$ cat src/rtl/lcpd_pkg.sv
// ---------------------------------------------------------------------------
// lcpd_pkg
// Types, constants and the frame remap shared by the LED crossfade driver.
// ---------------------------------------------------------------------------
package lcpd_pkg;

    localparam int DISPLAY_BYTES = 16;
    localparam int FRAME_BITS    = DISPLAY_BYTES * 8;
    localparam int RES_DEPTH     = 4;
    localparam int RES_PTR_W     = $clog2(RES_DEPTH);
    localparam int RES_CNT_W     = $clog2(RES_DEPTH + 1);

    localparam logic [7:0]  PWM_PERIOD_RST  = 8'd41;
    localparam logic [15:0] TOCK_PERIOD_RST = 16'd311;

    typedef enum logic [1:0] {
        REQ_TICK     = 2'd0,
        REQ_WRITE    = 2'd1,
        REQ_FADE_IN  = 2'd2,
        REQ_FADE_OUT = 2'd3
    } req_type_t;

    typedef enum logic {
        REG_PWM_PERIOD  = 1'b0,
        REG_TOCK_PERIOD = 1'b1
    } reg_index_t;

    typedef logic [7:0] byte_t;
    typedef byte_t [DISPLAY_BYTES-1:0] image_t;

    typedef struct packed {
        req_type_t  req;
        logic       image_sel;
        logic [3:0] byte_index;
        byte_t      byte_value;
    } request_t;

    typedef struct packed {
        logic [FRAME_BITS-1:0] frame;
        logic                  blank;
        logic                  last;
    } result_t;

    // Each driver chip takes a byte pair: swap nibbles into the even byte,
    // bit-reversed halves into the odd byte.
    function automatic logic [FRAME_BITS-1:0] remap(input image_t buf_in);
        image_t d;
        byte_t  a;
        byte_t  b;
        for (int c = 0; c < DISPLAY_BYTES / 2; c++)
        begin
            a = buf_in[2*c];
            b = buf_in[2*c+1];
            d[2*c]   = {b[3:0], a[7:4]};
            d[2*c+1] = {a[0], a[1], a[2], a[3], b[4], b[5], b[6], b[7]};
        end
        return d;
    endfunction

endpackage

$ cat src/rtl/led_crossfade_pwm_driver_core.sv
// ---------------------------------------------------------------------------
// led_crossfade_pwm_driver_core
// PWM crossfade between two 16-byte LED images with remapped frame output.
// ---------------------------------------------------------------------------
// Usage:
//   Input channel (in_valid / in_stall) carries one request item per accept:
//   a PWM tick, an image byte write, or a fade in / fade out start.
//   Output channel (out_valid / out_stall) carries display updates; a tick
//   gives zero, one or two of them, the final one flagged by last_of_tick.
//   Writes and fade starts give no output item.
//   The APB port sets pwm_period (0x0) and tock_period (0x4); write only
//   while the block is idle.
// Order: an accepted item is held in the input register and processed once
//   the result queue has room for two updates; its output items are written
//   to the queue and count_reg, and out_valid follows from count_reg.
// Throughput: one item per cycle while the four-entry result queue has room
//   for two items; the queue drains one item per cycle unless out_stall,
//   so sustained two-update ticks outpace it and stall the input.
// Reset: counters, fade flags, images and shown buffer clear to zero,
//   registers return to 41 and 311; no clearing pass is needed.
// Stall: a stalled output item holds; no room for two raises in_stall.
// ---------------------------------------------------------------------------
module led_crossfade_pwm_driver_core
(
    input  logic        clk,
    input  logic        rst_n,
    // request channel
    input  logic        in_valid,
    output logic        in_stall,
    input  logic [1:0]  req_type,
    input  logic        image_sel,
    input  logic [3:0]  byte_index,
    input  logic [7:0]  byte_value,
    // display update channel
    output logic        out_valid,
    input  logic        out_stall,
    output logic [63:0] frame_low,
    output logic [63:0] frame_high,
    output logic        is_blank,
    output logic        last_of_tick,
    // configuration
    input  logic        psel,
    input  logic        penable,
    input  logic        pwrite,
    input  logic [2:0]  paddr,
    input  logic [31:0] pwdata,
    output logic [31:0] prdata,
    output logic        pready
);

    // configuration registers
    logic [7:0]  pwm_period_reg;
    logic [15:0] tock_period_reg;
    logic        cfg_we;
    lcpd_pkg::reg_index_t cfg_sel;

    assign pready  = 1'b1;
    assign cfg_we  = psel && penable && pwrite;
    assign cfg_sel = lcpd_pkg::reg_index_t'(paddr[2]);

    always_ff @(posedge clk or negedge rst_n)
    begin
        if (!rst_n)
        begin
            pwm_period_reg  <= lcpd_pkg::PWM_PERIOD_RST;
            tock_period_reg <= lcpd_pkg::TOCK_PERIOD_RST;
        end
        else if (cfg_we)
        begin
            case (cfg_sel)
                lcpd_pkg::REG_PWM_PERIOD:  pwm_period_reg  <= pwdata[7:0];
                lcpd_pkg::REG_TOCK_PERIOD: tock_period_reg <= pwdata[15:0];
                default: ;
            endcase
        end
    end

    always_comb
    begin
        case (cfg_sel)
            lcpd_pkg::REG_PWM_PERIOD:  prdata = {24'd0, pwm_period_reg};
            lcpd_pkg::REG_TOCK_PERIOD: prdata = {16'd0, tock_period_reg};
            default:                   prdata = 32'd0;
        endcase
    end

    // input register
    logic                in_full_reg;
    lcpd_pkg::request_t  in_item_reg;
    logic                proc_go;
    logic                in_accept;

    logic [lcpd_pkg::RES_CNT_W-1:0] count_reg;
    logic [lcpd_pkg::RES_CNT_W-1:0] count_next;

    // process only when the queue can take two updates
    assign proc_go   = in_full_reg &&
                       (count_reg <= lcpd_pkg::RES_CNT_W'(lcpd_pkg::RES_DEPTH - 2));
    assign in_stall  = in_full_reg && !proc_go;
    assign in_accept = in_valid && !in_stall;

    always_ff @(posedge clk or negedge rst_n)
    begin
        if (!rst_n)
        begin
            in_full_reg <= 1'b0;
        end
        else if (in_accept || proc_go)
        begin
            in_full_reg <= in_accept;
        end
    end

    always_ff @(posedge clk)
    begin
        if (in_accept)
        begin
            in_item_reg.req        <= lcpd_pkg::req_type_t'(req_type);
            in_item_reg.image_sel  <= image_sel;
            in_item_reg.byte_index <= byte_index;
            in_item_reg.byte_value <= byte_value;
        end
    end

    // driver state
    logic [7:0]  pwm_timer_reg,  pwm_timer_next;
    logic [7:0]  dim_level_reg,  dim_level_next;
    logic        first_phase_reg, first_phase_next;
    logic        fading_in_reg,  fading_in_next;
    logic        fading_out_reg, fading_out_next;
    logic [15:0] prescale_reg,   prescale_next;
    lcpd_pkg::image_t image_one_reg, image_one_next;
    lcpd_pkg::image_t image_two_reg, image_two_next;
    lcpd_pkg::image_t shown_reg,     shown_next;

    logic        is_tick;
    logic [15:0] prescale_dec;
    logic [7:0]  level_in;
    logic [7:0]  level_out;
    logic        emit_a, emit_b;
    logic        blank_a, blank_b;
    logic [lcpd_pkg::FRAME_BITS-1:0] drive_frame;
    lcpd_pkg::result_t res0, res1;
    logic [1:0]  n_push;

    assign is_tick      = (in_item_reg.req == lcpd_pkg::REQ_TICK);
    assign prescale_dec = (prescale_reg != 16'd0) ? prescale_reg - 16'd1 : 16'd0;
    assign drive_frame  = lcpd_pkg::remap(shown_reg);

    always_comb
    begin
        // updates come from the old timer and level
        if (first_phase_reg)
        begin
            emit_a  = (dim_level_reg == pwm_timer_reg) && (dim_level_reg != 8'd0);
            blank_a = 1'b0;
            emit_b  = (pwm_timer_reg == 8'd0);
            blank_b = 1'b1;
        end
        else
        begin
            emit_a  = (dim_level_reg == pwm_timer_reg);
            blank_a = 1'b1;
            emit_b  = (pwm_timer_reg == 8'd0) && (dim_level_reg < pwm_period_reg);
            blank_b = 1'b0;
        end

        n_push = 2'd0;
        if (proc_go && is_tick)
        begin
            n_push = {1'b0, emit_a} + {1'b0, emit_b};
        end

        res0.blank = emit_a ? blank_a : blank_b;
        res0.frame = res0.blank ? '0 : drive_frame;
        res0.last  = !(emit_a && emit_b);
        res1.blank = blank_b;
        res1.frame = blank_b ? '0 : drive_frame;
        res1.last  = 1'b1;
    end

    always_comb
    begin
        pwm_timer_next   = pwm_timer_reg;
        dim_level_next   = dim_level_reg;
        first_phase_next = first_phase_reg;
        fading_in_next   = fading_in_reg;
        fading_out_next  = fading_out_reg;
        prescale_next    = prescale_reg;
        image_one_next   = image_one_reg;
        image_two_next   = image_two_reg;
        shown_next       = shown_reg;
        level_in         = dim_level_reg;
        level_out        = dim_level_reg;

        if (proc_go)
        begin
            case (in_item_reg.req)
                lcpd_pkg::REQ_WRITE:
                begin
                    if (in_item_reg.image_sel)
                        image_two_next[in_item_reg.byte_index] = in_item_reg.byte_value;
                    else
                        image_one_next[in_item_reg.byte_index] = in_item_reg.byte_value;
                end
                lcpd_pkg::REQ_FADE_IN:  fading_in_next  = 1'b1;
                lcpd_pkg::REQ_FADE_OUT: fading_out_next = 1'b1;
                lcpd_pkg::REQ_TICK:
                begin
                    if (pwm_timer_reg == 8'd0)
                    begin
                        pwm_timer_next   = pwm_period_reg;
                        first_phase_next = !first_phase_reg;
                        shown_next       = first_phase_reg ? image_one_reg : image_two_reg;
                    end
                    else
                    begin
                        pwm_timer_next = pwm_timer_reg - 8'd1;
                    end

                    if (prescale_dec == 16'd0)
                    begin
                        prescale_next = tock_period_reg;
                        // in step first, then out step on its result
                        if (fading_in_reg)
                        begin
                            if (dim_level_reg != 8'hFF)
                                level_in = dim_level_reg + 8'd1;
                            if (level_in >= pwm_period_reg)
                                fading_in_next = 1'b0;
                        end
                        level_out = level_in;
                        if (fading_out_reg)
                        begin
                            if (level_in != 8'd0)
                                level_out = level_in - 8'd1;
                            if (level_out == 8'd0)
                                fading_out_next = 1'b0;
                        end
                        dim_level_next = level_out;
                    end
                    else
                    begin
                        prescale_next = prescale_dec;
                    end
                end
                default: ;
            endcase
        end
    end

    always_ff @(posedge clk or negedge rst_n)
    begin
        if (!rst_n)
        begin
            pwm_timer_reg   <= 8'd0;
            dim_level_reg   <= 8'd0;
            first_phase_reg <= 1'b0;
            fading_in_reg   <= 1'b0;
            fading_out_reg  <= 1'b0;
            prescale_reg    <= 16'd0;
            image_one_reg   <= '0;
            image_two_reg   <= '0;
            shown_reg       <= '0;
        end
        else
        begin
            pwm_timer_reg   <= pwm_timer_next;
            dim_level_reg   <= dim_level_next;
            first_phase_reg <= first_phase_next;
            fading_in_reg   <= fading_in_next;
            fading_out_reg  <= fading_out_next;
            prescale_reg    <= prescale_next;
            image_one_reg   <= image_one_next;
            image_two_reg   <= image_two_next;
            shown_reg       <= shown_next;
        end
    end

    // result queue: two writes, one read per cycle unless out_stall
    lcpd_pkg::result_t res_mem [lcpd_pkg::RES_DEPTH];
    logic [lcpd_pkg::RES_PTR_W-1:0] wptr_reg, rptr_reg;
    logic pop;

    assign out_valid = (count_reg != '0);
    assign pop       = out_valid && !out_stall;
    assign count_next = count_reg + lcpd_pkg::RES_CNT_W'(n_push)
                        - lcpd_pkg::RES_CNT_W'(pop);

    always_ff @(posedge clk)
    begin
        if (n_push != 2'd0)
            res_mem[wptr_reg] <= emit_a ? res0 : res1;
        if (n_push == 2'd2)
            res_mem[wptr_reg + lcpd_pkg::RES_PTR_W'(1)] <= res1;
    end

    always_ff @(posedge clk or negedge rst_n)
    begin
        if (!rst_n)
        begin
            wptr_reg  <= '0;
            rptr_reg  <= '0;
            count_reg <= '0;
        end
        else
        begin
            wptr_reg  <= wptr_reg + lcpd_pkg::RES_PTR_W'(n_push);
            if (pop)
                rptr_reg <= rptr_reg + lcpd_pkg::RES_PTR_W'(1);
            count_reg <= count_next;
        end
    end

    assign frame_low    = res_mem[rptr_reg].frame[63:0];
    assign frame_high   = res_mem[rptr_reg].frame[127:64];
    assign is_blank     = res_mem[rptr_reg].blank;
    assign last_of_tick = res_mem[rptr_reg].last;

    // checks
    a_no_overflow: assert property (@(posedge clk) disable iff (!rst_n)
        count_reg <= lcpd_pkg::RES_CNT_W'(lcpd_pkg::RES_DEPTH))
        else $error("result queue overflow");

    a_room_for_two: assert property (@(posedge clk) disable iff (!rst_n)
        (n_push != 2'd0) |-> (count_reg <= lcpd_pkg::RES_CNT_W'(lcpd_pkg::RES_DEPTH - 2)))
        else $error("push without room");

    a_wrap_toggles: assert property (@(posedge clk) disable iff (!rst_n)
        (proc_go && is_tick && pwm_timer_reg == 8'd0)
        |=> (first_phase_reg != $past(first_phase_reg)))
        else $error("phase did not toggle on timer wrap");

    a_blank_is_zero: assert property (@(posedge clk) disable iff (!rst_n)
        (out_valid && is_blank) |-> (frame_low == 64'd0 && frame_high == 64'd0))
        else $error("blank update carries frame data");

    a_stall_holds_input: assert property (@(posedge clk) disable iff (!rst_n)
        in_stall |=> in_full_reg)
        else $error("input register dropped a stalled item");

endmodule
$ cat config.mk
export PLATFORM = sky130hd
export DESIGN_NAME = led_crossfade_pwm_driver_core
export DESIGN_NICKNAME = d
export VERILOG_FILES = /design/src/rtl/lcpd_pkg.sv /design/src/rtl/led_crossfade_pwm_driver_core.sv
export SDC_FILE = /design/constraint.sdc
export NUM_CORES = 1
export LEC_CHECK = 0
export BUFFER_PORTS_ARGS = -buffer_cell sky130_fd_sc_hd__clkbuf_2
export CORE_UTILIZATION = 65
export CTS_CLUSTER_DIAMETER = 40
export DETAILED_ROUTE_END_ITERATION = 8
export GPL_ROUTABILITY_DRIVEN = 1
export PLACE_DENSITY = 0.87
export REMOVE_ABC_BUFFERS = 1
export SLEW_MARGIN = 5
export SYNTH_ARGS = -nofsm -noshare
export SYNTH_HDL_FRONTEND = slang
export SYNTH_SLANG_ARGS = --single-unit
$ cat constraint.sdc
create_clock -name clk -period 27.3 [get_ports clk]
set_clock_uncertainty 0.15 [all_clocks]
set_input_delay 2.73 -clock clk [delete_from_list [all_inputs] [get_ports clk]]
set_output_delay 2.73 -clock clk [all_outputs]
set_load 0.05 [all_outputs]
==> reports/qor.txt <==
outcome - finished clean
CTS tree - done
DR pass1 iterations - 6
num rows - 93
critical path class - flop to output port
Largest Register - res_mem
hold crit path type - flop to flop
max incr delay on CP - 0.85 ns
commonest non-fill, non-tap cell in the layout - edfxtp_1
Worst R2R Start - dim_level_reg[1]$_DFFE_PN0P_
post-synthesis to final-layout area growth - 12.9%
f_max - 145 MHz
Resized cells post-CTS - 0
IO Pins - 222
PwrDens - 98.2 nW/um^2
Synth Register Bits - 986
Placeable Area - 64800 sq um
hold_sp - tock_period_reg[11]$_DFFE_PN0P_
EDFF count, synth - 531
Clock transition at path regs - 0.05 ns
number of flip-flops under the largest register name - 520
max-cap check violation count - 0
cell depth of the worst hold path - 1
Sink Count - 986
most used cell, CP - buf_4
reg-to-reg endpoint - res_mem[3][56]$_DFFE_PP_
Startpoint Class - flop
RSZ-0062 raised after global routing - no
initial antenna violation count - 2
root buf cell - clkbuf_16
Hold Buf Count CTS - 0
pin count of the biggest net entering global routing - 185
Mapped Avg Cell Area - 14.4 sq um
Max Slew Vio Count - 0
hold slack - 0.354 ns
FFs w/ async S/R, synth - 45.7%
post-CTS setup buffer count - 0
metal1 wirelength - 38700 um
Clk Latency, worst-skew pair - 0.68 ns
Syn. warnings - 0
worst endpoint data arrival time - 4.02 ns
total CTS buffers - 117
routed vias - 25.8k
worst relative slew slack - 23.1%
initial detailed-routing violation count - 2405
diode count - 0
drt via density - 6.29
cells after synthesis - 2981
WL final - 102000 um
Pleak - 19.3 nW
Synth cell types - 72
Worst Path Max Fanout - 44
met2 WL - 52400 um
required time of the critical path - 24.42 ns
I/O Buffers - 186
max layer used - met5
Seq/Total Area, Yosys - 63.7%
clk buf depth - 3
vias in the first global route - 27.4k
fin crit share - 25.3%
most frequent cells in the layout - edfxtp_1, dfrtp_1, mux2_2
die height - 259 um
Initial Util - 66.2%
final hold violations - 0
Placer Congestion - 0.839
htree depth - 3
Max VDD drop - 0.0000755 V
Setup Viol. Count Final - 0
total negative setup slack - 0 ns
die width - 259 um
gr ovfl total - 0
met3 WL - 7780 um
first-pass GRT wire length - 157000 um
Setup crit end kind - output port
GRT Overall Usage - 30.9%
Main synth FF type - edfxtp_1
Worst Hold Path EP - prescale_reg[11]$_DFFE_PN0P_
Final Critical Period - 6.90 ns
reg2reg path depth - 14
drt drc - 0
actual transition at the worst max-transition pin - 1.15 ns
full die area - 67000 sq um
Crit-path slowest cell - buf_4
Post-DRT Antenna Nets - 0
FF-to-FF setup slack - 21.56 ns
crit-path cells - buf_4, buf_4, mux4_2, clkbuf_2
Post-Synthesis Cell Area - 42900 sq um
Final HPWL DP - 55800 um
Routed wire per std cell - 24.8 um
Nets - 3215
share of post-route cells with drive strength above 1 - 27.2%
[power breakdown]
| part | internal (mW) | switching, mW | total (mW) |
|---|---|---|---|
| Combinational | 0.454 | 0.852 | 1.31 |
| Clock | 0.913 | 0.637 | 1.55 |
| Sequential | 1.72 | 0.178 | 1.90 |
| Total | 3.09 | 1.67 | 4.75 |
[Yosys cell counts, drive strengths merged (3+ instances only)]
master     n  area (sq um)
edfxtp   531         15900
o2111ai    3          26.3
and2     269          1680
a211oi     3          22.5
dfxtp      4          80.1
o31ai      5          37.5
a2bb2oi    7          61.3
or3        9          56.3
o21a       4          30.0
ha        23           288
nor3      23           140
nor2      60           241
nand2    196           743
nor3b      3          22.5
mux4     130          2930
o22a       5          43.8
xnor2     21           184
a21o       6          45.0
o22ai      7          43.8
xor2       5          43.8
clkbuf   154           578
a21oi     29           145
mux2i    132          1320
buf       53           294
o21ai    167           840
mux2     294          3310
dfrtp    442         11100
o2bb2ai    3          26.3
nor2b    260          1630
nand4      9          71.3
nand2b    12          75.1
nor4       9          62.6
inv       30           113
dfstp      9           236
nand3     24           120
o211ai     5          37.5
[worst max-delay path, delay by kind of cell, from the launching register on]
kind	cells	cell delay, ns
buffers and inverters	3	1.87
flip-flops	1	0.70
multiplexers	1	0.68
[logic make-up (layout without fill, tap and decap cells)]
logic type | count (synthesis) | after routing | share of synthesized area (%)
muxes | 556 | 556 | 17.6
and+or+nand+nor | 887 | 887 | 11.5
AOI/OAI and AO/OA | 261 | 261 | 3.53
buffers and inverters | 239 | 482 | 2.31
other | 2 | 17 | 0.0175
DFF | 986 | 986 | 63.7
xor gates and xnor gates | 26 | 26 | 0.531
adders and majority gates | 24 | 24 | 0.718
[through the flow]
stage / area [sq um] / std cells / setup slack, ns / utilization, % / power (mW)
finish: 48400 / 4094 / 20.40 / 74.7 / 4.75
global route: 48400 / 4094 / 20.13 / 74.7 / 4.91
CTS: 48400 / 4094 / 20.29 / 74.7 / 4.76
detailed placement: 44500 / 3870 / 20.68 / 68.6 / 3.21
global placement: 44500 / 3870 / 20.72 / 68.6 / 3.17
floorplan: 42100 / 2789 / 14.81 / - / 2.91
[worst max-delay path by stage]
| stage | slack (ns) | to | start | cells after the start |
|---|---|---|---|---|
| final | 20.40 | frame_low[24] | rptr_reg[0]$_DFFE_PN0P_ | 4 |
| after global routing | 20.13 | frame_high[45] | rptr_reg[0]$_DFFE_PN0P_ | 4 |
| after CTS | 20.29 | frame_low[24] | rptr_reg[0]$_DFFE_PN0P_ | 4 |
| after detailed placement | 20.68 | prdata[0] | paddr[2] | 3 |
| after global placement | 20.72 | prdata[0] | paddr[2] | 3 |
| after floorplan | 14.81 | res_mem[2][0]$_SDFFE_PP1P_ | first_phase_reg$_DFFE_PN0P_ | 7 |
[layout make-up]
type | count | area [sq um]
Fill cell | 3559 | 16400
Inverter | 32 | 120
Timing Repair Buffer | 226 | 1250
Clock buffer | 146 | 3220
Sequential cell | 986 | 27300
Clock inverter | 78 | 709
Tap cell | 855 | 1070
Multi-Input combinational cell | 1771 | 14700
[metal layers]
| layer | vias to the layer above | GRT usage, % |
|---|---|---|
| li1 | 11000 | - |
| met1 | 13300 | 39.9 |
| met2 | 1183 | 52.8 |
| met3 | 222 | 5.71 |
| met4 | 2 | 11.2 |
| met5 | - | 0 |
No activity file was read; power rests on OpenSTA's default activity.
